===== config.mk =====
export PLATFORM = sky130hd
export DESIGN_NAME = shift_fill_adaptation_table_unit
export DESIGN_NICKNAME = d
export VERILOG_FILES = /design/src/design/sfat_pkg.sv /design/src/design/sfat_ctrl.sv /design/src/design/sfat_dpath.sv /design/src/design/shift_fill_adaptation_table_unit.sv
export SDC_FILE = /design/constraint.sdc
export NUM_CORES = 2
export LEC_CHECK = 0
export BUFFER_PORTS_ARGS = -buffer_cell sky130_fd_sc_hd__buf_2
export CAP_MARGIN = 10
export CORE_UTILIZATION = 49
export CTS_CLUSTER_SIZE = 8
export DETAILED_ROUTE_END_ITERATION = 10
export PLACE_DENSITY = 0.63
export SLEW_MARGIN = 30
export SYNTH_ARGS = -nofsm -noshare
export SYNTH_HDL_FRONTEND = slang
export SYNTH_SLANG_ARGS = --single-unit

===== constraint.sdc =====
create_clock -name clock -period 7.4 [get_ports clock]
set_clock_uncertainty 0.1 [all_clocks]
set_input_delay 0 -clock clock [delete_from_list [all_inputs] [get_ports clock]]
set_output_delay 0 -clock clock [all_outputs]
set_load 0.02 [all_outputs]

===== src/design/sfat_pkg.sv =====
// ----------------------------------------------------------------------------
// sfat_pkg
// Shared types and constants of the shift fill adaptation table.
// ----------------------------------------------------------------------------
package sfat_pkg;

   localparam int NUM_BANDS = 4;
   localparam int BAND_W    = 2;
   localparam int ADDER_W   = 16;

   localparam logic signed [ADDER_W:0] ADDER_MAX = 17'sd32767;
   localparam logic signed [ADDER_W:0] INC_LARGE = 17'sd20;
   localparam logic signed [ADDER_W:0] INC_SMALL = 17'sd10;

   typedef enum logic [1:0] {
      CMD_LOOKUP = 2'd0,
      CMD_ADAPT  = 2'd1,
      CMD_CLEAR  = 2'd2,
      CMD_SPARE  = 2'd3
   } cmd_type;

   typedef enum logic [2:0] {
      ST_OK       = 3'd0,
      ST_INVALID  = 3'd1,
      ST_RPM_HIGH = 3'd2,
      ST_TEMP_OUT = 3'd3,
      ST_NO_CELL  = 3'd4
   } status_type;

   typedef enum logic [2:0] {
      PH_BEFORE_FILL = 3'd0,
      PH_FILL        = 3'd1,
      PH_OVERLAP     = 3'd2,
      PH_AFTER       = 3'd3,
      PH_BOUNDARY    = 3'd4,
      PH_NONE        = 3'd5
   } phase_type;

   typedef enum logic [2:0] {
      REG_MAX_TORQUE  = 3'd0,
      REG_RPM_LIMIT   = 3'd1,
      REG_TEMP_LOW    = 3'd2,
      REG_TEMP_HIGH   = 3'd3,
      REG_DEF_SPC     = 3'd4,
      REG_DEF_MPC     = 3'd5,
      REG_DEF_TIME    = 3'd6,
      REG_UNUSED      = 3'd7
   } reg_index_type;

   typedef struct packed {
      logic signed [ADDER_W-1:0] spc;
      logic signed [ADDER_W-1:0] mpc;
      logic signed [ADDER_W-1:0] tim;
   } cell_type;

   // Commands from the controller to the datapath.
   typedef struct packed {
      logic load;   // capture the request fields
      logic eval;   // select cell, run checks, read the cell
      logic apply;  // update the cell and register the response
   } ctrl_cmd_type;

endpackage


===== src/design/sfat_ctrl.sv =====
// ----------------------------------------------------------------------------
// sfat_ctrl
// Sequencer: capture, evaluate, apply, then present the response strobe.
// ----------------------------------------------------------------------------
module sfat_ctrl
   import sfat_pkg::*;
(
   input  logic         clock,
   input  logic         reset,
   input  logic         start,
   output logic         busy,
   output logic         rsp_valid,
   output ctrl_cmd_type cmd
);

   typedef enum logic [1:0] {
      S_IDLE,
      S_EVAL,
      S_APPLY
   } state_type;

   state_type state_ff, state_in;
   logic      busy_ff, busy_in;
   logic      rsp_valid_ff, rsp_valid_in;

   always_comb begin
      state_in     = state_ff;
      busy_in      = busy_ff;
      rsp_valid_in = 1'b0;
      case (state_ff)
         S_IDLE: begin
            if (start) begin
               state_in = S_EVAL;
               busy_in  = 1'b1;
            end
         end
         S_EVAL: begin
            state_in = S_APPLY;
         end
         S_APPLY: begin
            state_in     = S_IDLE;
            busy_in      = 1'b0;
            rsp_valid_in = 1'b1;
         end
         default: begin
            state_in = S_IDLE;
            busy_in  = 1'b0;
         end
      endcase
   end

   always_ff @(posedge clock) begin
      if (reset) begin
         state_ff     <= S_IDLE;
         busy_ff      <= 1'b0;
         rsp_valid_ff <= 1'b0;
      end else begin
         state_ff     <= state_in;
         busy_ff      <= busy_in;
         rsp_valid_ff <= rsp_valid_in;
      end
   end

   assign busy      = busy_ff;
   assign rsp_valid = rsp_valid_ff;
   assign cmd.load  = (state_ff == S_IDLE) && start;
   assign cmd.eval  = (state_ff == S_EVAL);
   assign cmd.apply = (state_ff == S_APPLY);

endmodule


===== src/design/sfat_dpath.sv =====
// ----------------------------------------------------------------------------
// sfat_dpath
// Datapath: settings registers, cell memory, checks, phases and adder update.
// ----------------------------------------------------------------------------
module sfat_dpath
   import sfat_pkg::*;
#(
   parameter int NUM_CHANGES = 8
)
(
   input  logic                clock,
   input  logic                reset,
   input  ctrl_cmd_type        cmd,
   input  logic                csr_write,
   input  logic [2:0]          csr_index,
   input  logic [15:0]         csr_data,
   input  logic [1:0]          req_cmd,
   input  logic [3:0]          req_change_code,
   input  logic signed [15:0]  req_static_torque,
   input  logic [15:0]         req_engine_speed,
   input  logic signed [8:0]   req_fluid_temp,
   input  logic                req_report_ok,
   input  logic [15:0]         req_bleed_ms,
   input  logic [15:0]         req_fill_ms,
   input  logic [15:0]         req_overlap_ms,
   input  logic [15:0]         req_start_time,
   input  logic [15:0]         req_flare_time,
   output logic [2:0]          rsp_status,
   output logic                rsp_cell_hit,
   output logic signed [15:0]  rsp_spc_adder,
   output logic signed [15:0]  rsp_mpc_adder,
   output logic signed [15:0]  rsp_time_adder,
   output logic [2:0]          rsp_start_phase,
   output logic [2:0]          rsp_flare_phase
);

   localparam int NUM_CELLS = NUM_CHANGES * NUM_BANDS;
   localparam int IDX_W     = $clog2(NUM_CELLS);

   // Settings registers
   logic [15:0]        max_torque_ff;
   logic [15:0]        rpm_limit_ff;
   logic signed [8:0]  temp_low_ff;
   logic signed [8:0]  temp_high_ff;
   cell_type           def_ff;

   always_ff @(posedge clock) begin
      if (reset) begin
         max_torque_ff <= 16'd400;
         rpm_limit_ff  <= 16'd2500;
         temp_low_ff   <= 9'sd60;
         temp_high_ff  <= 9'sd110;
         def_ff        <= '0;
      end else if (csr_write) begin
         case (reg_index_type'(csr_index))
            REG_MAX_TORQUE: max_torque_ff <= csr_data;
            REG_RPM_LIMIT:  rpm_limit_ff  <= csr_data;
            REG_TEMP_LOW:   temp_low_ff   <= csr_data[8:0];
            REG_TEMP_HIGH:  temp_high_ff  <= csr_data[8:0];
            REG_DEF_SPC:    def_ff.spc    <= csr_data;
            REG_DEF_MPC:    def_ff.mpc    <= csr_data;
            REG_DEF_TIME:   def_ff.tim    <= csr_data;
            default: ;
         endcase
      end
   end

   // Captured request
   cmd_type            cmd_ff;
   logic [3:0]         change_ff;
   logic signed [15:0] torque_ff;
   logic [15:0]        rpm_ff;
   logic signed [8:0]  temp_ff;
   logic               ok_ff;
   logic [15:0]        bleed_ff, fill_ff, ovl_ff, start_ff, flare_ff;

   always_ff @(posedge clock) begin
      if (cmd.load) begin
         cmd_ff    <= cmd_type'(req_cmd);
         change_ff <= req_change_code;
         torque_ff <= req_static_torque;
         rpm_ff    <= req_engine_speed;
         temp_ff   <= req_fluid_temp;
         ok_ff     <= req_report_ok;
         bleed_ff  <= req_bleed_ms;
         fill_ff   <= req_fill_ms;
         ovl_ff    <= req_overlap_ms;
         start_ff  <= req_start_time;
         flare_ff  <= req_flare_time;
      end
   end

   // Cell selection
   logic [13:0]      quarter;
   logic [15:0]      q2, q3;
   logic [15:0]      tq;
   logic [BAND_W-1:0] band;
   logic             band_hit, row_hit, hit;
   logic [IDX_W-1:0] idx_in;

   assign quarter = max_torque_ff[15:2];
   assign q2      = {1'b0, quarter, 1'b0};
   assign q3      = {2'b00, quarter} + q2;
   assign tq      = torque_ff;

   always_comb begin
      band     = '0;
      band_hit = 1'b1;
      if (torque_ff <= 16'sd0) begin
         band = BAND_W'(0);
      end else if (tq <= {2'b00, quarter}) begin
         band = BAND_W'(1);
      end else if (tq <= q2) begin
         band = BAND_W'(2);
      end else if (tq <= q3) begin
         band = BAND_W'(3);
      end else begin
         band_hit = 1'b0;
      end
   end

   assign row_hit = {1'b0, change_ff} < 5'(NUM_CHANGES);
   assign hit     = row_hit && band_hit;
   assign idx_in  = hit ? ((IDX_W'(change_ff) << BAND_W) | IDX_W'(band)) : '0;

   // Phase placement against the boundaries
   logic [16:0] b_ovl;
   logic [17:0] b_max;

   assign b_ovl = {1'b0, bleed_ff} + {1'b0, fill_ff};
   assign b_max = {1'b0, b_ovl} + {2'b00, ovl_ff};

   function automatic phase_type phase_of(input logic [15:0] t, input logic [15:0] f,
                                          input logic [16:0] o, input logic [17:0] m);
      phase_type p;
      if (t < f) begin
         p = PH_BEFORE_FILL;
      end else if ({1'b0, t} < o) begin
         p = PH_FILL;
      end else if ({2'b00, t} < m) begin
         p = PH_OVERLAP;
      end else if ({2'b00, t} > m) begin
         p = PH_AFTER;
      end else begin
         p = PH_BOUNDARY;
      end
      return p;
   endfunction

   // Status of the item
   status_type st_in;
   always_comb begin
      case (cmd_ff)
         CMD_CLEAR: st_in = ST_OK;
         CMD_ADAPT: begin
            if (!ok_ff) begin
               st_in = ST_INVALID;
            end else if (rpm_ff > rpm_limit_ff) begin
               st_in = ST_RPM_HIGH;
            end else if (temp_ff < temp_low_ff || temp_ff > temp_high_ff) begin
               st_in = ST_TEMP_OUT;
            end else if (!hit) begin
               st_in = ST_NO_CELL;
            end else begin
               st_in = ST_OK;
            end
         end
         default: st_in = hit ? ST_OK : ST_NO_CELL;
      endcase
   end

   status_type       st_ff;
   logic             use_cell_ff;
   logic             flare_on_ff;
   phase_type        sp_ff, fp_ff;
   logic [IDX_W-1:0] idx_ff;

   always_ff @(posedge clock) begin
      if (cmd.eval) begin
         st_ff       <= st_in;
         use_cell_ff <= (st_in == ST_OK) && (cmd_ff != CMD_CLEAR);
         flare_on_ff <= (flare_ff != 16'd0);
         sp_ff       <= phase_of(start_ff, bleed_ff, b_ovl, b_max);
         fp_ff       <= phase_of(flare_ff, bleed_ff, b_ovl, b_max);
         idx_ff      <= idx_in;
      end
   end

   // Cell memory; a cell without its valid bit reads as the clear value
   cell_type               mem [NUM_CELLS];
   cell_type               rd_data_ff;
   logic                   rd_valid_ff;
   logic [NUM_CELLS-1:0]   valid_ff;
   cell_type               clr_val_ff;
   cell_type               cur, upd;
   logic                   wr_en;

   always_ff @(posedge clock) begin
      if (cmd.eval) begin
         rd_data_ff  <= mem[idx_in];
         rd_valid_ff <= valid_ff[idx_in];
      end
      if (wr_en) begin
         mem[idx_ff] <= upd;
      end
   end

   always_ff @(posedge clock) begin
      if (reset) begin
         valid_ff   <= '0;
         clr_val_ff <= '0;
      end else if (cmd.apply && cmd_ff == CMD_CLEAR) begin
         valid_ff   <= '0;
         clr_val_ff <= def_ff;
      end else if (wr_en) begin
         valid_ff[idx_ff] <= 1'b1;
      end
   end

   function automatic logic signed [15:0] sat_add(input logic signed [15:0] a,
                                                  input logic signed [16:0] b);
      logic signed [16:0] s;
      s = 17'(a) + b;
      return (s > ADDER_MAX) ? ADDER_MAX[15:0] : s[15:0];
   endfunction

   assign cur = rd_valid_ff ? rd_data_ff : clr_val_ff;

   always_comb begin
      upd = cur;
      if (sp_ff == PH_BEFORE_FILL) begin
         if (flare_on_ff) begin
            upd.mpc = sat_add(cur.mpc, INC_LARGE);
         end else begin
            upd.tim = sat_add(cur.tim, INC_SMALL);
         end
      end else if (sp_ff == PH_AFTER) begin
         upd.spc = sat_add(cur.spc, INC_LARGE);
      end
   end

   assign wr_en = cmd.apply && use_cell_ff && (cmd_ff == CMD_ADAPT);

   // Response registers
   logic               adapt_hit;
   cell_type           rsp_cell_in;
   phase_type          rsp_sp_in, rsp_fp_in;

   assign adapt_hit   = use_cell_ff && (cmd_ff == CMD_ADAPT);
   assign rsp_cell_in = !use_cell_ff ? def_ff : (adapt_hit ? upd : cur);
   assign rsp_sp_in   = adapt_hit ? sp_ff : PH_NONE;
   assign rsp_fp_in   = (adapt_hit && flare_on_ff) ? fp_ff : PH_NONE;

   always_ff @(posedge clock) begin
      if (cmd.apply) begin
         rsp_status      <= st_ff;
         rsp_cell_hit    <= use_cell_ff;
         rsp_spc_adder   <= rsp_cell_in.spc;
         rsp_mpc_adder   <= rsp_cell_in.mpc;
         rsp_time_adder  <= rsp_cell_in.tim;
         rsp_start_phase <= rsp_sp_in;
         rsp_flare_phase <= rsp_fp_in;
      end
   end

endmodule


===== src/design/shift_fill_adaptation_table_unit.sv =====
// ----------------------------------------------------------------------------
// shift_fill_adaptation_table_unit
// Table of fill adders per gear change and torque band, with lookup,
// adaptation from shift reports and clear to defaults.
// ----------------------------------------------------------------------------
// Usage:
//  - Request channel: drive req_* and raise start; the transfer happens at
//    the clock edge where start is high and busy is low.
//  - Each command runs in order: the transfer edge captures the request,
//    the evaluate state selects the cell, runs the checks and reads the
//    cell memory, and the apply state updates the cell and registers the
//    response. rsp_valid is high for exactly one cycle right after that;
//    busy is low in the same cycle, so the next request may transfer then.
//    A new command is taken only once the last is through, as set by the
//    registered read of the single-port cell memory and its read-modify-write.
//  - Clear runs the same steps: it drops every cell's valid bit and
//    latches the default adders as the value that unwritten cells read as.
//  - Settings port: csr_valid/csr_ready with csr_index and csr_data; always
//    ready. Write only while no command is in flight; unused indexes drop.
//  - Reset (synchronous): settings return to their reset values and every
//    cell reads as zero; no sweep is needed.
//  - The receiver cannot stall: capture rsp_* whenever rsp_valid is high.
// ----------------------------------------------------------------------------
module shift_fill_adaptation_table_unit
   import sfat_pkg::*;
#(
   parameter int NUM_CHANGES = 8
)
(
   input  logic                clock,
   input  logic                reset,
   // request channel
   input  logic                start,
   output logic                busy,
   input  logic [1:0]          req_cmd,
   input  logic [3:0]          req_change_code,
   input  logic signed [15:0]  req_static_torque,
   input  logic [15:0]         req_engine_speed,
   input  logic signed [8:0]   req_fluid_temp,
   input  logic                req_report_ok,
   input  logic [15:0]         req_bleed_ms,
   input  logic [15:0]         req_fill_ms,
   input  logic [15:0]         req_overlap_ms,
   input  logic [15:0]         req_start_time,
   input  logic [15:0]         req_flare_time,
   // response channel
   output logic                rsp_valid,
   output logic [2:0]          rsp_status,
   output logic                rsp_cell_hit,
   output logic signed [15:0]  rsp_spc_adder,
   output logic signed [15:0]  rsp_mpc_adder,
   output logic signed [15:0]  rsp_time_adder,
   output logic [2:0]          rsp_start_phase,
   output logic [2:0]          rsp_flare_phase,
   // settings port
   input  logic                csr_valid,
   output logic                csr_ready,
   input  logic [2:0]          csr_index,
   input  logic [15:0]         csr_data
);

   ctrl_cmd_type cmd;

   // Settings writes are accepted as soon as they are offered; always ready.
   assign csr_ready = 1'b1;

   sfat_ctrl u_ctrl (
      .clock     (clock),
      .reset     (reset),
      .start     (start),
      .busy      (busy),
      .rsp_valid (rsp_valid),
      .cmd       (cmd)
   );

   sfat_dpath #(
      .NUM_CHANGES (NUM_CHANGES)
   ) u_dpath (
      .clock             (clock),
      .reset             (reset),
      .cmd               (cmd),
      .csr_write         (csr_valid && csr_ready),
      .csr_index         (csr_index),
      .csr_data          (csr_data),
      .req_cmd           (req_cmd),
      .req_change_code   (req_change_code),
      .req_static_torque (req_static_torque),
      .req_engine_speed  (req_engine_speed),
      .req_fluid_temp    (req_fluid_temp),
      .req_report_ok     (req_report_ok),
      .req_bleed_ms      (req_bleed_ms),
      .req_fill_ms       (req_fill_ms),
      .req_overlap_ms    (req_overlap_ms),
      .req_start_time    (req_start_time),
      .req_flare_time    (req_flare_time),
      .rsp_status        (rsp_status),
      .rsp_cell_hit      (rsp_cell_hit),
      .rsp_spc_adder     (rsp_spc_adder),
      .rsp_mpc_adder     (rsp_mpc_adder),
      .rsp_time_adder    (rsp_time_adder),
      .rsp_start_phase   (rsp_start_phase),
      .rsp_flare_phase   (rsp_flare_phase)
   );

endmodule


==> results.sh <==
export IMPL_start_util_pct=49.3
export IMPL_cp_start_kind="flop"
export IMPL_clk_latency_ps=950
export IMPL_final_nets=7860
export IMPL_ys_seq_area_share_pct=69.5
export IMPL_synthDistinctLibCells=95
export IMPL_maxSlewHeadroom_pct=26.2
export IMPL_clkSlewWorstSetupHoldPaths_ps=50
export IMPL_coreArea_sq_um=167000
export IMPL_area_growth_syn_to_layout_pct=19.4
export IMPL_regArea_sq_um=57300
export IMPL_hold_start="reset"
export IMPL_r2r_slack_ps=910
export IMPL_dr_pass1_iters=6
export IMPL_worstPathRequired_ps=7960
export IMPL_io_pin_count=212
export IMPL_drt_iter0_drc=6868
export IMPL_antenna_found_initial=11
export IMPL_hold_end="u_dpath.clr_val_ff[13]"
export IMPL_p_per_area_nw_per_um2=266
export IMPL_cts_buffers=297
export IMPL_fin_area_sq_um=98400
export IMPL_rows=150
export IMPL_synthAdderAreaFrac_pct=3.43
export IMPL_drc=0
export IMPL_async_flop_share_pct=0
export IMPL_yosysMostFrequentCell="nand2_1"
export IMPL_root_buffer="clkbuf_16"
export IMPL_nFillCells=13100
export IMPL_rr_worst_depth=25
export IMPL_layout_drive_gt1_share_pct=11.3
export IMPL_vias=58400
export IMPL_grt_first_pass_wirelength_um=365000
export IMPL_ys_warn_count=0
export IMPL_place_area_sq_um=87300
export IMPL_clock_tree_buffer_depth=4
export IMPL_synth_top_area_share_pct=65.1
export IMPL_muxShareOfSynthArea_pct=0.875
export IMPL_final_hold_viol_count=0
export IMPL_grt_pass1_vias=55200
export IMPL_max_freq_ghz=0.154
export IMPL_power_leakage_nw=35.1
export IMPL_min_period_over_period_pct=87.7
export IMPL_wl_um=252000
export IMPL_cts_sinks=1967
export IMPL_cts_tree="yes"
export IMPL_post_synth_top_area_cell="edfxtp_1"
export IMPL_worstMarginPinSlew_ps=1110
export IMPL_dieArea_sq_um=170000
export IMPL_yosys_area_share_simple_pct=18.4
export IMPL_hold_path_class="in2reg"
export IMPL_rsz0062_at_grt="false"
export IMPL_synth_edf_count=1787
export IMPL_cts_setup_buffers=0
export IMPL_ctsResizeCount=0
export IMPL_cp_arrival_ps=7050
export IMPL_fp_dieH_um=412
export IMPL_ys_ff_latch=1967
export IMPL_fin_setup_tns_ps=0
export IMPL_synth_xor_area_share_pct=0.510
export IMPL_place_congestion=0.916
export IMPL_htreeDepth=5
export IMPL_final_max_slew_viol_count=0
export IMPL_cp_max_fo=59
export IMPL_regToRegStartpoint="u_dpath.max_torque_ff[2]"
export IMPL_ys_flop_type="edfxtp_1"
export IMPL_synth_top_family_by_area="simple AND/OR/NAND/NOR gates"
export IMPL_run_status="completed"
export IMPL_ir_worst_vdd_v=0.000154
export IMPL_fin_crit_ps=6490
export IMPL_wl_per_cell_um=25.8
export IMPL_syn_cell_area_sq_um=82400
export IMPL_drtAntennaViolNets=0
export IMPL_worstReg2RegEnd="u_dpath.rd_data_ff[9]"
export IMPL_port_buffers=210
export IMPL_critPathKind="reg2reg"
export IMPL_whs_path_depth=3
export IMPL_synth_fp_nets=7203
export IMPL_die_width_um=412
export IMPL_overflow=0
export IMPL_grt_max_degree=160
export IMPL_synthTopCellsByCount="nand2_1, edfxtp_1, nand3_1"
export IMPL_avgSynthCellArea_sq_um=12.1
export IMPL_grt_total_usage_pct=29.3
export IMPL_cp_end_kind="flop"
export IMPL_maxCapViolations=0
export IMPL_synth_area_leaders="edfxtp_1, nand2_1, nand3_1, dfxtp_1, ha_1"
export IMPL_synth_compound_area_share_pct=4.81
export IMPL_vias_per_cell=5.97
export IMPL_multi_input_area_sq_um=23700
export IMPL_setup_violations=0
export IMPL_dpl_hpwl_um=145000
export IMPL_syn_inst=6828
-- logic make-up (layout without fill, tap and decap cells) --
logic type	after synthesis	count (layout)
other	1	4
adders and majority gates	224	224
AOI/OAI and AO/OA	627	627
buffers and inverters	477	1213
DFF	1967	1967
and+or+nand+nor	3417	3417
xor gates and xnor gates	48	48
muxes	67	67
-- worst max-delay path by stage --
stage | endpoint | slack [ps] | cells past startpoint | start
final | u_dpath.rd_data_ff[9] | 910 | 25 | u_dpath.max_torque_ff[2]
after global routing | u_dpath.rd_data_ff[44] | 340 | 25 | u_dpath.max_torque_ff[2]
after CTS | u_dpath.rd_data_ff[9] | 980 | 25 | u_dpath.max_torque_ff[2]
after floorplan | u_dpath.mem[28][0] | 760 | 5 | u_ctrl.state_ff[1]
after global placement | u_dpath.rd_data_ff[9] | 930 | 25 | u_dpath.max_torque_ff[2]
after detailed placement | u_dpath.rd_data_ff[9] | 990 | 25 | u_dpath.max_torque_ff[2]
-- routing by layer --
layer,track usage (%),up-vias,wire (um)
met1,40.6,28900,102000
met4,9.36,6,7260
met5,0,-,70
met3,6.11,459,26500
li1,-,26100,-
met2,46.1,2982,116000
-- sequential cells by signal, summed over array words and instances, names as in the netlist, 4 cells and up --
signal                  count
u_dpath.torque_ff          16
u_dpath.temp_low_ff         9
u_dpath.max_torque_ff      14
u_dpath.clr_val_ff         48
u_dpath.temp_ff             9
u_dpath.rpm_ff             16
u_dpath.fill_ff            16
u_dpath.temp_high_ff        9
u_dpath.rsp_spc_adder      16
u_dpath.change_ff           4
u_dpath.ovl_ff             16
u_dpath.rd_data_ff         48
u_dpath.valid_ff           32
u_dpath.def_ff             48
u_dpath.start_ff           16
u_dpath.flare_ff           16
u_dpath.bleed_ff           16
u_dpath.rsp_mpc_adder      16
u_dpath.idx_ff              5
u_dpath.mem              1536
u_dpath.rpm_limit_ff       16
u_dpath.rsp_time_adder     16
-- cells in the final DEF, fill, tap and decap left out, types with 12 or more instances in the layout --
cell,count
clkbuf_1,65
a21o_1,36
dlygate4sd3_1,307
dfxtp_1,180
clkbuf_16,305
nor2b_1,27
nand4_1,218
nor3_1,33
a21oi_1,242
o21ai_0,93
mux2_2,21
nor2_1,105
nor2_4,40
nand2b_1,24
nand3b_1,20
xor2_1,16
o21a_1,49
xnor2_1,32
nand2_1,1954
ha_1,221
a211oi_1,17
a31oi_1,16
and3_1,18
a211o_1,16
and2_1,12
buf_4,132
inv_1,131
edfxtp_1,1787
or3_1,12
mux2i_1,42
nor4_1,63
nand3_1,830
buf_2,209
buf_12,35
-- metrics by stage --
step	instances	hold slack [ps]	power, W	utilization (%)	worst slack (ps)
2_1_floorplan	6828	-1.13	0.0137	-	758
3_3_place_gp	9064	78.2	0.0144	52.0	934
3_5_place_dp	9078	78.1	0.0144	52.2	991
4_1_cts	9763	43.1	0.0263	58.9	978
5_1_grt	9770	118	0.0270	58.9	336
6_report	9771	104	0.0262	58.9	913
-- worst max-delay path: stages (launching register included) --
cell      delay (ps)
dfxtp_1          340
ha_1             220
inv_1             70
fa_1             200
nor2b_1           50
o21ai_0          210
a21oi_1          110
o21ai_0          220
a21boi_0         120
o21ai_0          210
a21oi_1          110
or4_1            430
nand2_1           90
xnor2_1          110
ha_1             260
a21o_1           180
a21oi_1          140
o221ai_1         140
o31ai_1          770
a32oi_4          400
inv_8            510
buf_4            400
nand2_1           90
nand3_1           90
nand4_1          160
nor4_1           480
-- layout make-up --
class	count	area share (%)
Clock inverter	7	0.0801
Inverter	134	0.519
Tap cell	2204	2.80
Clock buffer	371	8.01
Timing Repair Buffer	701	6.32
Antenna cell	3	0.00763
Sequential cell	1967	58.2
Multi-Input combinational cell	4384	24.1
-- where the power goes --
group	total, W	switching, W	internal, W
clock	0.0118	0.00453	0.00731
sequential	0.0124	0.000107	0.0123
combinational	0.00198	0.00125	0.000728
-- timing repair --
action / CTS / global route
endpoints found under the setup margin: 0 / 0
endpoints found under the hold margin: 357 / 0
hold buffers: 307 / 0
Note: power is estimated with default switching activity, not from simulation.
